==> src/hdl/swdh_pkg.sv <==
// Shared constants for the SWD host transfer engine: item layout, phase and status codes.
package swdh_pkg;

    // Input item kinds (carried on s_axis_tuser)
    localparam logic KIND_START = 1'b0;
    localparam logic KIND_TICK  = 1'b1;

    // Input tdata layout, lowest bit first
    localparam int IN_AP_BIT   = 0;
    localparam int IN_RNW_BIT  = 1;
    localparam int IN_ADDR_LSB = 2;
    localparam int IN_WD_LSB   = 4;
    localparam int IN_IGN_BIT  = 36;
    localparam int IN_IO_BIT   = 37;
    localparam int IN_W        = 40;

    // Output tdata layout, lowest bit first
    localparam int OUT_CLK_BIT  = 0;
    localparam int OUT_DRV_BIT  = 1;
    localparam int OUT_EN_BIT   = 2;
    localparam int OUT_BUSY_BIT = 3;
    localparam int OUT_DONE_BIT = 4;
    localparam int OUT_ST_LSB   = 5;
    localparam int OUT_RD_LSB   = 8;
    localparam int OUT_W        = 40;

    // Protocol constants
    localparam logic       HDR_START_LVL = 1'b1;
    localparam logic       HDR_STOP_LVL  = 1'b0;
    localparam logic       HDR_PARK_LVL  = 1'b1;
    localparam logic [7:0] DATA_BITS     = 8'd32;
    localparam logic [7:0] HEADER_BITS   = 8'd8;
    localparam logic [7:0] ACK_BITS      = 8'd3;
    localparam logic [7:0] IDLE_RESET    = 8'd8;

    // ACK codes, as received LSB first
    localparam logic [2:0] ACK_OK         = 3'b001;
    localparam logic [2:0] ACK_CODE_WAIT  = 3'b010;
    localparam logic [2:0] ACK_CODE_FAULT = 3'b100;

    // Transfer phases
    localparam logic [3:0] PH_IDLE  = 4'd0;
    localparam logic [3:0] PH_HDR   = 4'd1;
    localparam logic [3:0] PH_TRN1  = 4'd2;
    localparam logic [3:0] PH_ACK   = 4'd3;
    localparam logic [3:0] PH_TRN2  = 4'd4;
    localparam logic [3:0] PH_WDAT  = 4'd5;
    localparam logic [3:0] PH_RDAT  = 4'd6;
    localparam logic [3:0] PH_TRN3  = 4'd7;
    localparam logic [3:0] PH_TRAIL = 4'd8;

    // Completion status codes
    localparam logic [2:0] ST_OK     = 3'd0;
    localparam logic [2:0] ST_WAIT   = 3'd1;
    localparam logic [2:0] ST_FAULT  = 3'd2;
    localparam logic [2:0] ST_PROTO  = 3'd3;
    localparam logic [2:0] ST_PARITY = 3'd4;

endpackage

==> src/hdl/swd_host_transfer_engine.sv <==
// SWD host transfer engine: request header, ACK, data phase and trailing idle per tick item.
//
// Each input item is either a start (latches an AP/DP read or write request while idle) or a
// tick (one SWCLK cycle, carrying the SWDIO level sampled in it). Every item yields exactly one
// result item giving the clock, drive and enable for that cycle plus busy/done/status/read data.
// The block takes one item per clock: the phase step is a few gates between the state registers
// and a one-deep output register, so the only limit is the output register, which accepts a new
// item whenever it is empty or its current item is taken in the same cycle. A result is registered
// and appears in the cycle after its item is accepted. Writes run header, ACK, data, parity, idle.
module swd_host_transfer_engine
(
    input  logic        clk,
    input  logic        rst_n,

    // Trailing idle count register
    input  logic        cfg_we,
    input  logic [7:0]  cfg_data,

    // Input items
    input  logic        s_axis_tvalid,
    output logic        s_axis_tready,
    // tdata: access_port, read_not_write, reg_addr[1:0], write_data[31:0], ack_override,
    //        sampled_io, 2 zero pad bits
    input  logic [39:0] s_axis_tdata,
    // tuser: kind
    input  logic        s_axis_tuser,

    // Result items
    output logic        m_axis_tvalid,
    input  logic        m_axis_tready,
    // tdata: clock_pulse, io_drive, io_enable, busy_res, done_res, status[2:0], read_data[31:0]
    output logic [39:0] m_axis_tdata
);

    // Configuration and transfer state
    logic [7:0]  idle_cycles_reg;
    logic [3:0]  phase_reg, phase_next;
    logic [7:0]  bit_count_reg, bit_count_next;
    logic [31:0] shift_word_reg, shift_word_next;
    logic        parity_reg, parity_next;
    logic [2:0]  ack_reg, ack_next;
    logic        req_ap_reg, req_ap_next;
    logic        req_rnw_reg, req_rnw_next;
    logic        req_a2_reg, req_a2_next;
    logic        req_a3_reg, req_a3_next;
    logic        req_ign_reg, req_ign_next;
    logic [2:0]  status_reg, status_next;

    // Output register
    logic        m_valid_reg;
    logic [39:0] m_data_reg;

    // Decoded input item
    logic        in_acc;
    logic        in_kind;
    logic        in_io;

    // Step results
    logic        o_clk, o_drv, o_en, o_done;
    logic [2:0]  o_status;
    logic [31:0] o_rdata;
    logic        fin;
    logic [7:0]  bc_inc;
    logic [39:0] result;

    assign s_axis_tready = !m_valid_reg || m_axis_tready;
    assign in_acc        = s_axis_tvalid && s_axis_tready;
    assign in_kind       = s_axis_tuser;
    assign in_io         = s_axis_tdata[swdh_pkg::IN_IO_BIT];
    assign bc_inc        = bit_count_reg + 8'd1;

    // One phase step per item
    always_comb
    begin
        phase_next      = phase_reg;
        bit_count_next  = bit_count_reg;
        shift_word_next = shift_word_reg;
        parity_next     = parity_reg;
        ack_next        = ack_reg;
        req_ap_next     = req_ap_reg;
        req_rnw_next    = req_rnw_reg;
        req_a2_next     = req_a2_reg;
        req_a3_next     = req_a3_reg;
        req_ign_next    = req_ign_reg;
        status_next     = status_reg;
        o_clk           = 1'b0;
        o_drv           = 1'b0;
        o_en            = 1'b0;
        o_done          = 1'b0;
        o_status        = swdh_pkg::ST_OK;
        o_rdata         = 32'd0;
        fin             = 1'b0;

        if (in_kind == swdh_pkg::KIND_START)
        begin
            // Start: latch request only when idle
            if (phase_reg == swdh_pkg::PH_IDLE)
            begin
                req_ap_next     = s_axis_tdata[swdh_pkg::IN_AP_BIT];
                req_rnw_next    = s_axis_tdata[swdh_pkg::IN_RNW_BIT];
                req_a2_next     = s_axis_tdata[swdh_pkg::IN_ADDR_LSB];
                req_a3_next     = s_axis_tdata[swdh_pkg::IN_ADDR_LSB + 1];
                req_ign_next    = s_axis_tdata[swdh_pkg::IN_IGN_BIT];
                shift_word_next = s_axis_tdata[swdh_pkg::IN_WD_LSB +: 32];
                phase_next      = swdh_pkg::PH_HDR;
                bit_count_next  = 8'd0;
                parity_next     = 1'b0;
                ack_next        = 3'd0;
                status_next     = swdh_pkg::ST_OK;
            end
        end
        else if (phase_reg != swdh_pkg::PH_IDLE)
        begin
            o_clk = 1'b1;
            unique case (phase_reg)
                swdh_pkg::PH_HDR:
                begin
                    o_en = 1'b1;
                    unique case (bit_count_reg[2:0])
                        3'd0:    o_drv = swdh_pkg::HDR_START_LVL;
                        3'd1:    o_drv = req_ap_reg;
                        3'd2:    o_drv = req_rnw_reg;
                        3'd3:    o_drv = req_a2_reg;
                        3'd4:    o_drv = req_a3_reg;
                        3'd5:    o_drv = req_ap_reg ^ req_rnw_reg ^ req_a2_reg ^ req_a3_reg;
                        3'd6:    o_drv = swdh_pkg::HDR_STOP_LVL;
                        default: o_drv = swdh_pkg::HDR_PARK_LVL;
                    endcase
                    bit_count_next = bc_inc;
                    if (bc_inc >= swdh_pkg::HEADER_BITS)
                    begin
                        phase_next     = swdh_pkg::PH_TRN1;
                        bit_count_next = 8'd0;
                    end
                end
                swdh_pkg::PH_TRN1:
                begin
                    phase_next     = swdh_pkg::PH_ACK;
                    bit_count_next = 8'd0;
                end
                swdh_pkg::PH_ACK:
                begin
                    // ACK arrives LSB first
                    unique case (bit_count_reg[1:0])
                        2'd0:    ack_next = ack_reg | {2'b00, in_io};
                        2'd1:    ack_next = ack_reg | {1'b0, in_io, 1'b0};
                        2'd2:    ack_next = ack_reg | {in_io, 2'b00};
                        default: ack_next = ack_reg;
                    endcase
                    bit_count_next = bc_inc;
                    if (bc_inc >= swdh_pkg::ACK_BITS)
                    begin
                        bit_count_next = 8'd0;
                        if (ack_next == swdh_pkg::ACK_OK || req_ign_reg)
                        begin
                            if (req_rnw_reg)
                            begin
                                phase_next      = swdh_pkg::PH_RDAT;
                                shift_word_next = 32'd0;
                                parity_next     = 1'b0;
                            end
                            else
                            begin
                                phase_next = swdh_pkg::PH_TRN2;
                            end
                        end
                        else
                        begin
                            if (ack_next == swdh_pkg::ACK_CODE_WAIT)
                                status_next = swdh_pkg::ST_WAIT;
                            else if (ack_next == swdh_pkg::ACK_CODE_FAULT)
                                status_next = swdh_pkg::ST_FAULT;
                            else
                                status_next = swdh_pkg::ST_PROTO;
                            fin = 1'b1;
                        end
                    end
                end
                swdh_pkg::PH_TRN2:
                begin
                    phase_next     = swdh_pkg::PH_WDAT;
                    bit_count_next = 8'd0;
                    parity_next    = 1'b0;
                end
                swdh_pkg::PH_WDAT:
                begin
                    // 32 data bits LSB first, then even parity
                    o_en = 1'b1;
                    if (bit_count_reg < swdh_pkg::DATA_BITS)
                    begin
                        o_drv           = shift_word_reg[0];
                        shift_word_next = {1'b0, shift_word_reg[31:1]};
                        parity_next     = parity_reg ^ shift_word_reg[0];
                    end
                    else
                    begin
                        o_drv = parity_reg;
                    end
                    bit_count_next = bc_inc;
                    if (bc_inc > swdh_pkg::DATA_BITS)
                    begin
                        if (idle_cycles_reg == 8'd0)
                            fin = 1'b1;
                        else
                        begin
                            phase_next     = swdh_pkg::PH_TRAIL;
                            bit_count_next = 8'd0;
                        end
                    end
                end
                swdh_pkg::PH_RDAT:
                begin
                    // 32 data bits shifted in from the top, then parity check
                    if (bit_count_reg < swdh_pkg::DATA_BITS)
                    begin
                        shift_word_next = {in_io, shift_word_reg[31:1]};
                        parity_next     = parity_reg ^ in_io;
                    end
                    else if (in_io != parity_reg)
                    begin
                        status_next = swdh_pkg::ST_PARITY;
                    end
                    bit_count_next = bc_inc;
                    if (bc_inc > swdh_pkg::DATA_BITS)
                    begin
                        phase_next     = swdh_pkg::PH_TRN3;
                        bit_count_next = 8'd0;
                    end
                end
                swdh_pkg::PH_TRN3:
                begin
                    if (idle_cycles_reg == 8'd0)
                        fin = 1'b1;
                    else
                    begin
                        phase_next     = swdh_pkg::PH_TRAIL;
                        bit_count_next = 8'd0;
                    end
                end
                swdh_pkg::PH_TRAIL:
                begin
                    o_en           = 1'b1;
                    o_drv          = 1'b0;
                    bit_count_next = bc_inc;
                    if (bc_inc >= idle_cycles_reg)
                        fin = 1'b1;
                end
                default:
                begin
                    // Unused phase codes fall back to idle
                    phase_next     = swdh_pkg::PH_IDLE;
                    bit_count_next = 8'd0;
                    o_clk          = 1'b0;
                end
            endcase

            // Transfer completion
            if (fin)
            begin
                o_done         = 1'b1;
                o_status       = status_next;
                o_rdata        = (req_rnw_reg && status_next == swdh_pkg::ST_OK) ?
                                 shift_word_next : 32'd0;
                phase_next     = swdh_pkg::PH_IDLE;
                bit_count_next = 8'd0;
            end
        end
    end

    // Result packing
    always_comb
    begin
        result                                = '0;
        result[swdh_pkg::OUT_CLK_BIT]         = o_clk;
        result[swdh_pkg::OUT_DRV_BIT]         = o_en & o_drv;
        result[swdh_pkg::OUT_EN_BIT]          = o_en;
        result[swdh_pkg::OUT_BUSY_BIT]        = (phase_next != swdh_pkg::PH_IDLE);
        result[swdh_pkg::OUT_DONE_BIT]        = o_done;
        result[swdh_pkg::OUT_ST_LSB +: 3]     = o_status;
        result[swdh_pkg::OUT_RD_LSB +: 32]    = o_rdata;
    end

    // Configuration register
    always_ff @(posedge clk or negedge rst_n)
    begin
        if (!rst_n)
            idle_cycles_reg <= swdh_pkg::IDLE_RESET;
        else if (cfg_we)
            idle_cycles_reg <= cfg_data;
    end

    // State registers, advanced once per accepted item
    always_ff @(posedge clk or negedge rst_n)
    begin
        if (!rst_n)
        begin
            phase_reg      <= swdh_pkg::PH_IDLE;
            bit_count_reg  <= 8'd0;
            shift_word_reg <= 32'd0;
            parity_reg     <= 1'b0;
            ack_reg        <= 3'd0;
            req_ap_reg     <= 1'b0;
            req_rnw_reg    <= 1'b0;
            req_a2_reg     <= 1'b0;
            req_a3_reg     <= 1'b0;
            req_ign_reg    <= 1'b0;
            status_reg     <= swdh_pkg::ST_OK;
        end
        else if (in_acc)
        begin
            phase_reg      <= phase_next;
            bit_count_reg  <= bit_count_next;
            shift_word_reg <= shift_word_next;
            parity_reg     <= parity_next;
            ack_reg        <= ack_next;
            req_ap_reg     <= req_ap_next;
            req_rnw_reg    <= req_rnw_next;
            req_a2_reg     <= req_a2_next;
            req_a3_reg     <= req_a3_next;
            req_ign_reg    <= req_ign_next;
            status_reg     <= status_next;
        end
    end

    // Output register
    always_ff @(posedge clk or negedge rst_n)
    begin
        if (!rst_n)
            m_valid_reg <= 1'b0;
        else if (in_acc)
            m_valid_reg <= 1'b1;
        else if (m_axis_tready)
            m_valid_reg <= 1'b0;
    end

    always_ff @(posedge clk)
    begin
        if (in_acc)
            m_data_reg <= result;
    end

    assign m_axis_tvalid = m_valid_reg;
    assign m_axis_tdata  = m_data_reg;

`ifndef ASSERT_OFF
    // Phase never leaves the defined range
    assert property (@(posedge clk) disable iff (!rst_n)
        phase_reg <= swdh_pkg::PH_TRAIL)
        else $error("phase out of range");

    // A finished transfer reports not busy
    assert property (@(posedge clk) disable iff (!rst_n)
        (m_valid_reg && m_data_reg[swdh_pkg::OUT_DONE_BIT]) |->
        !m_data_reg[swdh_pkg::OUT_BUSY_BIT])
        else $error("done while busy");

    // Nonzero status only with done
    assert property (@(posedge clk) disable iff (!rst_n)
        (m_valid_reg && m_data_reg[swdh_pkg::OUT_ST_LSB +: 3] != swdh_pkg::ST_OK) |->
        m_data_reg[swdh_pkg::OUT_DONE_BIT])
        else $error("status without done");

    // A tick taken while idle gives no clock
    assert property (@(posedge clk) disable iff (!rst_n)
        (in_acc && in_kind == swdh_pkg::KIND_TICK && phase_reg == swdh_pkg::PH_IDLE) |=>
        (!m_data_reg[swdh_pkg::OUT_CLK_BIT] && phase_reg == swdh_pkg::PH_IDLE))
        else $error("clock while idle");
`endif

endmodule
==> config.mk <==
export PLATFORM = sky130hd
export DESIGN_NAME = swd_host_transfer_engine
export DESIGN_NICKNAME = d
export VERILOG_FILES = /design/src/hdl/swdh_pkg.sv /design/src/hdl/swd_host_transfer_engine.sv
export SDC_FILE = /design/constraint.sdc
export NUM_CORES = 1
export LEC_CHECK = 0
export ABC_AREA = 1
export BUFFER_PORTS_ARGS = -buffer_cell sky130_fd_sc_hd__buf_4
export CORE_AREA = 2 2 125 127
export CTS_CLUSTER_DIAMETER = 120
export DETAILED_ROUTE_END_ITERATION = 8
export DIE_AREA = 0 0 127 129
export HOLD_SLACK_MARGIN = 0.1
export PLACE_DENSITY = 0.66
export SETUP_SLACK_MARGIN = 0.4
export SLEW_MARGIN = 20
export SYNTH_ARGS = -nofsm -noshare
export SYNTH_HDL_FRONTEND = slang
export SYNTH_SLANG_ARGS = --single-unit
==> constraint.sdc <==
create_clock -name clk -period 2.55 [get_ports clk]
set_clock_uncertainty 0.2 [all_clocks]
set_input_delay 0.765 -clock clk [delete_from_list [all_inputs] [get_ports clk]]
set_output_delay 0.765 -clock clk [all_outputs]
set_load 0.1 [all_outputs]
After elaboration in Yosys (flattened, before gate mapping)
Cells that the tools add are included.

storage, ports and cells
  register bits = 105
  input bits = 54
  output and inout bits = 42

cells by class
  add/subtract/negate cells = 1
  order comparisons = 5
  equality and inequality tests = 29
  mux-type cells = 80
  bitwise gates (word level) = 10
  reductions and logical operators = 23

operators with widths
  cell                   count
  $mux W32               8
  $pmux W32 S3           1
  $mux W8                10
  $pmux W8 S6            1
  $mux W3                15
  $mux W4                10
  $pmux W4 S8            1
  $mux W1                26
  $eq A4 B3 Y1 const B   4
  $ne A3 B3 Y1 const B   5
  $eq A3 B3 Y1 const B   4
  $reduce_and A4 Y1      3
  $eq A3 B2 Y1 const B   3
  $pmux W3 S3            1
  $reduce_and A3 Y1      3
  $reduce_and A9 Y1      1
  $add A8 B1 Y8 const B  1
  $eq A4 B2 Y1 const B   2
  $ge A8 B2 Y1 const B   1
  $ge A8 B4 Y1 const B   1
  $ge A8 B8 Y1           1
  $gt A8 B6 Y1 const B   1
  $logic_not A8 Y1       1
  $lt A8 B6 Y1 const B   1
  31 further kinds       43

Logic depth before layout (Yosys ltp)
Gate-level depths: netlist of the first run.

  depth after elaboration = 16
  depth in mapped cells = 19

Least setup slack after synthesis of the first run
OpenSTA, ideal clock, no wires.

  path type = register to register
  start = register m_valid_reg, in the netlist m_axis_tvalid
  end = register shift_word_reg[14]
  setup time = 0.116 ns
  data arrival time = 3.719 ns
  data required time = 2.234 ns
  path slack = -1.486 ns
  stages on the path, launching flop included = 10
  buffers on the path = 2
  cell sequence = dfrtp_1 nand2_1 nand2_1 inv_1 nand2_1 clkbuf_1 clkbuf_1 nor2_1 nand2_1 nand2_1

on the way
  cells in the longest elaborated chain, start to end = 4

ends and longest elaborated chain
  element                             RTL line                         text
  from (decl)                         swd_host_transfer_engine.sv:50   logic m_valid_reg;
  from (signal assigned)              swd_host_transfer_engine.sv:329  m_valid_reg <= 1'b0;
  from (signal assigned)              swd_host_transfer_engine.sv:331  m_valid_reg <= 1'b1;
  from (signal assigned)              swd_host_transfer_engine.sv:333  m_valid_reg <= 1'b0;
  $logic_not A1 Y1                    swd_host_transfer_engine.sv:66   assign s_axis_tready = !m_valid_reg || m_axis_tready;
  $logic_or A1 B1 Y1                  swd_host_transfer_engine.sv:66
  net s_axis_tready                   swd_host_transfer_engine.sv:21   output logic s_axis_tready,
  $logic_and A1 B1 Y1                 swd_host_transfer_engine.sv:67   assign in_acc = s_axis_tvalid && s_axis_tready;
  net in_acc                          swd_host_transfer_engine.sv:54   logic in_acc;
  $reduce_and A3 Y1 (no source line)  -
  to (signal assigned)                swd_host_transfer_engine.sv:313  shift_word_reg <= shift_word_next;
  to (decl)                           swd_host_transfer_engine.sv:39   logic [31:0] shift_word_reg, shift_word_next;

The timed path passes the listed nets, and every way through them passes these cells.
A chain may end at the register's enable or synchronous reset.

Worst setup path in the final report of the first run
  start = register bit_count_reg[0]
  end = register m_data_reg[9], in the netlist m_axis_tdata[9], data pin

on the way
  cells in the longest elaborated chain, start to end = 16
  elaborated cells on any way between the ends = 39
  classes of those cells = 1 x add/sub; 4 x order compare; 5 x eq/ne; 24 x mux; 5 x reduce/logical

ends and longest elaborated chain
  element                               RTL line                         text
  from (decl)                           swd_host_transfer_engine.sv:38   logic [7:0] bit_count_reg, bit_count_next;
  from (signal assigned)                swd_host_transfer_engine.sv:312  bit_count_reg <= bit_count_next;
  $eq A2 B2 Y1 (tied with other cells)  swd_host_transfer_engine.sv:144  unique case (bit_count_reg[1:0])
  $pmux W3 S3                           swd_host_transfer_engine.sv:144
  $mux W3                               swd_host_transfer_engine.sv:115  unique case (phase_reg)
  $mux W3                               swd_host_transfer_engine.sv:112  else if (phase_reg != swdh_pkg::PH_IDLE)
  $mux W3                               swd_host_transfer_engine.sv:94   if (in_kind == swdh_pkg::KIND_START)
  $eq A3 B3 Y1                          swd_host_transfer_engine.sv:171  else if (ack_next == swdh_pkg::ACK_CODE_FAULT)
  $mux W1                               swd_host_transfer_engine.sv:171
  $mux W2                               swd_host_transfer_engine.sv:169  if (ack_next == swdh_pkg::ACK_CODE_WAIT)
  $mux W3                               swd_host_transfer_engine.sv:154  if (ack_next == swdh_pkg::ACK_OK || req_ign_reg)
  $mux W3                               swd_host_transfer_engine.sv:151  if (bc_inc >= swdh_pkg::ACK_BITS)
  $pmux W3 S2                           swd_host_transfer_engine.sv:115
  $mux W3                               swd_host_transfer_engine.sv:112
  $mux W3                               swd_host_transfer_engine.sv:94
  $logic_not A3 Y1                      swd_host_transfer_engine.sv:262  o_rdata = (req_rnw_reg && status_next == swdh_pkg::ST_OK) ?
  $logic_and A1 B1 Y1                   swd_host_transfer_engine.sv:262
  $reduce_and A4 Y1 (no source line)    -
  to (signal assigned)                  swd_host_transfer_engine.sv:339  m_data_reg <= result;
  to (decl)                             swd_host_transfer_engine.sv:51   logic [39:0] m_data_reg;

Several ways; a longest one is shown, not always the timed one. The select of a mux whose other input is x is not followed.

==> results.yml, run 1 <==
floorplanning:
  initial_utilization_pct: 43.2
  die_h_um: 129
  die_area_um2: 16400
  fp-row-count: 45
  coreArea_um2: 15000
  ios: 96
  die_w_um: 127
timing:
  final-setup-viol-count: 81
  rsz0062_at_grt: "yes"
  fin_ws_ps: -234
  min_period_ps: 2780
  fmax_mhz: 359
  slew_headroom_pct: 66.9
  slew_viol_final: 0
  finalSetupTns_ps: -11430
  period_share_pct: 109
  tightest_slew_ps: 495
  hold_viol: 0
synth:
  syn-num-nets: 956
  yosys.area.top_type: "dfrtp_1"
  synth-seq-cells: 105
  synth_edf_count: 40
  synth.distinct_cells: 38
  yosysSeqAreaShare_pct: 43.7
  synth_most_common_cell: "nand2_1"
  syn_inst: 886
  avgSynthCellArea_um2: 7.30
  ys_top_cells_by_count: "254 x nand2_1, 182 x nor2_1, 64 x dfrtp_1"
  yosysTopAreaCellShare_pct: 24.8
  synthTopCellsByArea: "dfrtp_1 25%, edfxtp_1 19%, nand2_1 15%"
  yosysWarnings: 0
  syn-cell-area_um2: 6470
  ys.flop_type: "dfrtp_1"
  synthArstFlopShare_pct: 61.9
critical_path:
  worst_ep_required_time_ps: 2460
  startpoint_type: "register"
  cp-end-kind: "register"
  worst_path_max_delay_cell: "dfrtp_2"
  critPathMaxFanout: 6
  crit_chain: "ha_4 > nand2_4 > nor2_4 > nand2_2 > nand2_2 > inv_2 > ha_4 > a21oi_2 > nand2_1 > nor2_1 > nand2_1 > nand2_2 > nand2_2 > nor2_4 > nor2_4 > nand3_4 > clkbuf_16 > a21oi_2"
  crit_buf_inv: 2
  crit_type: "reg2reg"
  cp_slowest_stage_delay_ps: 530
  critPathTopFamily: "simple AND/OR/NAND/NOR gates"
  cp_common_cell: "nand2_2"
  cp.arrival_ps: 2700
cts:
  postCtsHoldBufs: 0
  cts.sinks: 105
  clockBufferDepth: 2
  clk_latency_ps: 360
  numCtsBuffers: 9
  clk_pin_slew_ps: 80
  cts_tree: "done"
  cts_max_level: 3
  cts_root_buffer: "clkbuf_16"
detailed_routing:
  via_per_inst: 5.13
  ant_nets: 0
  drc: 0
  vias: 6436
  wl_um: 18100
  drt_pre_antenna_iters: 5
  routedWlPerCell_um: 14.5
  drtIter0Drc: 550
global_routing:
  antenna_found_initial: 0
  grt_overflow_total: 0
  grt_pass1_wl_um: 29100
  grt_max_degree: 41
  grt_util_all_layers_pct: 22.1
  grt_pass1_vias: 5946
finish:
  areaGrowthSynthToFinish_pct: 41.7
  antennaDiodeCount: 0
  finalNetCount: 1131
  drive_gt1_share_pct: 34.1
  final_cell_area_um2: 9170
  largest_reg_flops: 40
outcome:
  violations: "negative setup slack"
  status: "finished with violations"
flow_run:
  maxCapViolCount: 0
pwr:
  ir_worst_vdd_mv: 0.422
  p_per_area_nw_per_um2: 799
  cellLeakagePower_nw: 4.35
placement:
  placed_cell_area_um2: 8020
  dp_hpwl_um: 11800
  gp_congestion: 0.886
  pre_cts_ws_ps: -260
  io_buffers: 93
worst_hold_path:
  hp-class: "in2async"
==> placed cells by master, fill, tap and decap left out, types with 3 or more instances in the layout <==
cell type / synthesis / final
a21oi_1: 39 / 25
a21oi_2: 1 / 10
a21oi_4: 0 / 5
buf_12: 0 / 5
buf_16: 0 / 4
buf_4: 2 / 170
buf_6: 6 / 16
clkbuf_16: 0 / 11
clkinvlp_4: 0 / 3
dfrtp_1: 64 / 60
dfrtp_2: 0 / 4
edfxtp_1: 40 / 40
ha_1: 16 / 7
ha_4: 0 / 8
inv_1: 61 / 52
inv_2: 4 / 10
nand2_1: 254 / 222
nand2_2: 6 / 29
nand2_4: 0 / 6
nand2_8: 0 / 3
nand3_1: 42 / 30
nand3_2: 3 / 13
nand3_4: 1 / 3
nand3b_1: 27 / 27
nand4_1: 6 / 6
nor2_1: 182 / 158
nor2_2: 7 / 22
nor2_4: 4 / 13
nor3_1: 40 / 36
nor3_2: 3 / 7
o211ai_1: 4 / 4
o21ai_0: 28 / 17
o21ai_1: 0 / 7
o21ai_2: 1 / 4
==> report_power, final <==
| part | internal (mW) | switching [mW] |
|---|---|---|
| registers | 2.15 | 0.434 |
| logic | 1.42 | 1.94 |
| clock network | 0.683 | 0.698 |
| total | 4.26 | 3.07 |
==> worst paths after layout <==
| path | cells after the start | slack [ps] | to | from |
|---|---|---|---|---|
| worst max-delay path | 18 | -230 | m_axis_tdata[9] | bit_count_reg[0] |
| worst min-delay path | 1 | 120 | idle_cycles_reg[1] | rst_n |
| worst max register to register | 18 | -230 | m_axis_tdata[9] | bit_count_reg[0] |
| worst min register to register | 2 | 330 | idle_cycles_reg[3] | idle_cycles_reg[3] |
| max in group asynchronous | 2 | 1440 | idle_cycles_reg[3] | rst_n |
| min in group clk | 2 | 330 | idle_cycles_reg[3] | idle_cycles_reg[3] |
==> timing repair <==
item | CTS | global route
gates cloned | 5 | 3
setup endpoints to repair | 89 | 89
pin swaps | 15 | 24
resized for setup | 54 | 85
buffers inserted | 12 | 7
==> layout make-up <==
class | instances | area [um2]
multi-input combinational | 680 | 3790
inverter | 66 | 258
fill | 1348 | 5810
timing repair buffer | 199 | 1760
sequential | 105 | 2830
clock inverter | 7 | 61.3
clock buffer | 9 | 225
tap | 188 | 235
==> cell families (layout without fill, tap and decap cells) <==
logic type      Yosys count  in the layout  synth area share [%]
xor+xnor                  4              4                 0.542
simple gates            576            576                  38.6
fa+ha+maj                16             16                  3.09
buf+inv                 101            281                  6.73
flops                   105            105                  43.7
mux                       2              2                 0.348
compound gates           82             82                  6.94
==> routing by layer <==
metal,global-route usage [%],wire [um],vias to the layer above
met4,8.34,395,0
met3,2.74,929,28
met2,33.5,8280,186
li1,-,-,3217
met1,32.4,8520,3005
met5,0,0,-
==> per-stage QoR <==
step           util, %  power, mW  hold WS (ps)  std cells
3_5_place_dp      53.5       5.40           294       1211
2_1_floorplan        -       4.54           260        886
6_report          61.2       7.33           124       1254
4_1_cts           58.4       7.09           127       1244
5_1_grt           61.2       7.84           142       1254
3_3_place_gp      53.5       5.35           288       1211
(Power assumes the default switching activity.)
==> inputs of run 2 (changes only) <==
--- a/config.mk
+++ b/config.mk
@@ -7,10 +7,10 @@
 export LEC_CHECK = 0
 export ABC_AREA = 1
 export BUFFER_PORTS_ARGS = -buffer_cell sky130_fd_sc_hd__buf_4
-export CORE_AREA = 2 2 125 127
+export CORE_AREA = 2 2 139 114
 export CTS_CLUSTER_DIAMETER = 120
 export DETAILED_ROUTE_END_ITERATION = 8
-export DIE_AREA = 0 0 127 129
+export DIE_AREA = 0 0 141 116
 export HOLD_SLACK_MARGIN = 0.1
 export PLACE_DENSITY = 0.66
 export SETUP_SLACK_MARGIN = 0.4
==> constraint.sdc (replaced) <==
create_clock -name clk -period 2.55 [get_ports clk]
set_clock_uncertainty 0.2 [all_clocks]
set_input_delay 0.51 -clock clk [delete_from_list [all_inputs] [get_ports clk]]
set_output_delay 0.51 -clock clk [all_outputs]
set_load 0.1 [all_outputs]
==> results.yml, run 2 (synthesis gave the netlist of run 1 again) <==
worst_hold_path:
  worstHoldEndpoint: "req_a3_reg"
  min_from: "s_axis_tdata[3]"
  hp-class: "in2reg"
  holdPathStages: 3
pwr:
  p_sw_mw: 2.92
  power_switching_share_pct: 41.7
  power.share.clock_pct: 18.3
  cellLeakagePower_nw: 4.16
  pwr-share-comb_pct: 44.8
  p_per_area_nw_per_um2: 799
  ir_worst_vdd_mv: 0.382
  p_seq_share_pct: 36.8
  p_int_mw: 4.07
  total_power_mw: 6.99
cts:
  cts_root_buffer: "clkbuf_16"
  clockBufferDepth: 2
  clk_latency_ps: 360
  clk_pin_slew_ps: 70
  cts_tree: "done"
  numCtsBuffers: 9
  cts_max_level: 3
  cts.sinks: 105
placement:
  dp_hpwl_um: 11700
  io_buffers: 93
  gp_congestion: 0.912
  placed_cell_area_um2: 8000
finish:
  largest_reg_flops: 40
  final_cell_mix: "229 x nand2_1, 162 x nor2_1, 161 x buf_4"
  areaGrowthSynthToFinish_pct: 35.3
  nFillCells: 1340
  antennaDiodeCount: 0
  final_common_cell: "nand2_1"
  final_util_pct: 58.9
  drive_gt1_share_pct: 30.7
  finalNetCount: 1111
  final_cell_area_um2: 8750
outcome:
  status: "finished with violations"
  violations: "negative setup slack"
critical_path:
  cp.arrival_ps: 2660
  rrSetupSlack_ps: -190
  critPathMaxFanout: 11
  startpoint_type: "register"
  worstRegToRegCells: 18
  crit-reg2reg-launch: "bit_count_reg[1]"
  worst_ep_required_time_ps: 2460
  crit_type: "reg2reg"
  cp-end-kind: "register"
  r2r_end: "m_axis_tdata[30]"
timing:
  tightest_slew_ps: 781
  slew_headroom_pct: 48.0
  min_period_ps: 2740
  final-setup-viol-count: 67
  rsz0062_at_grt: "yes"
  fin_ws_ps: -194
  fmax_mhz: 364
  hold_viol: 0
  slew_viol_final: 0
  period_share_pct: 108
  finalSetupTns_ps: -6900
floorplanning:
  coreArea_um2: 14900
  die_h_um: 116
  fp-row-count: 40
  initial_utilization_pct: 43.5
  die_w_um: 141
  die_area_um2: 16400
  ios: 96
global_routing:
  grt_util_all_layers_pct: 21.0
  grt_max_degree: 73
  grt_overflow_total: 0
  grt_pass1_wl_um: 27400
  grt_pass1_vias: 5479
  antenna_found_initial: 0
flow_run:
  maxCapViolCount: 0
detailed_routing:
  wl_um: 17500
  drtIter0Drc: 448
  ant_nets: 0
  via_per_inst: 5.04
  routedWlPerCell_um: 14.2
  drt_pre_antenna_iters: 5
  drc: 0
  vias: 6219
[run 2: changes by cell type in the layout (fill, tap and decap cells not counted), moves of 3 or more]
cell / delta
buf_4: -9
nand3_2: -7
a21oi_2: +4
nand3_1: +8
a21oi_4: -5
nor2_2: -7
nor2_4: +3
nor2_1: +4
buf_6: -6
nand2_1: +7
inv_1: -3
buf_16: -4
nand2_2: -6
[run 2: what timing repair did]
action,CTS,global route
hold buffers,1,0
gates cloned,0,2
pin swaps,5,16
endpoints found under the hold margin,43,0
resized for setup,28,74
setup endpoints to repair,88,88
setup buffers,4,7
[run 2: critical path, cell delays in order (launching register included)]
cell,delay (ps)
dfrtp_2,530
ha_4,210
nand2_4,60
nor2_4,100
nand2_2,60
nand2_2,90
inv_4,60
ha_4,150
a21oi_2,130
nand2_1,60
nor2_1,80
nand2_1,70
nand2_2,70
nand2_2,60
nor2_4,140
nor2_4,60
nand3_4,130
clkbuf_16,200
nor2_1,40
[run 2: through the flow]
| stage | hold WS [ps] | setup WS, ps | instances |
|---|---|---|---|
| 2_1_floorplan | 14.4 | -44.7 | 886 |
| 3_3_place_gp | 286 | -131 | 1205 |
| 3_5_place_dp | 300 | -164 | 1205 |
| 4_1_cts | 154 | -142 | 1226 |
| 5_1_grt | 169 | -348 | 1235 |
| 6_report | 158 | -194 | 1235 |
[run 2: power groups by stage]
| stage | sequential [mW] | combinational, mW | clock (mW) |
|---|---|---|---|
| finish | 2.58 | 3.13 | 1.28 |
| global route | 2.64 | 3.48 | 1.38 |
| CTS | 2.56 | 2.91 | 1.31 |
| detailed placement | 2.58 | 2.85 | 0 |
| global placement | 2.58 | 2.80 | 0 |
| floorplan | 2.84 | 1.72 | 0 |
[run 2: layout make-up]
type                    instances  area [um2]  area share (%)
clock buffers                  11         233            2.66
well taps                     189         236            2.70
inverters                      66         259            2.96
multi-input cells             680        3670            42.0
flip-flops and latches        105        2840            32.4
repair buffers                179        1480            16.9
clock inverters                 5        33.8           0.386
[run 2: per-layer routing]
| metal | track usage (%) | share of wire (%) | vias to the layer above |
|---|---|---|---|
| met2 | 31.8 | 45 | 147 |
| met4 | 4.80 | 0.99 | 0 |
| met1 | 31.7 | 50 | 2877 |
| li1 | - | - | 3180 |
| met3 | 3.51 | 4.5 | 15 |
| met5 | 0 | 0 | - |
[run 2: worst max-delay path by stage]
stage / start / endpoint / depth (start not counted)
finish: bit_count_reg[1] / m_axis_tdata[30] / 18
global route: bit_count_reg[0] / m_axis_tdata[10] / 16
CTS: bit_count_reg[1] / m_axis_tdata[12] / 15
detailed placement: bit_count_reg[0] / m_axis_tdata[13] / 17
global placement: bit_count_reg[1] / m_axis_tdata[19] / 15
floorplan: m_axis_tvalid / shift_word_reg[14] / 9
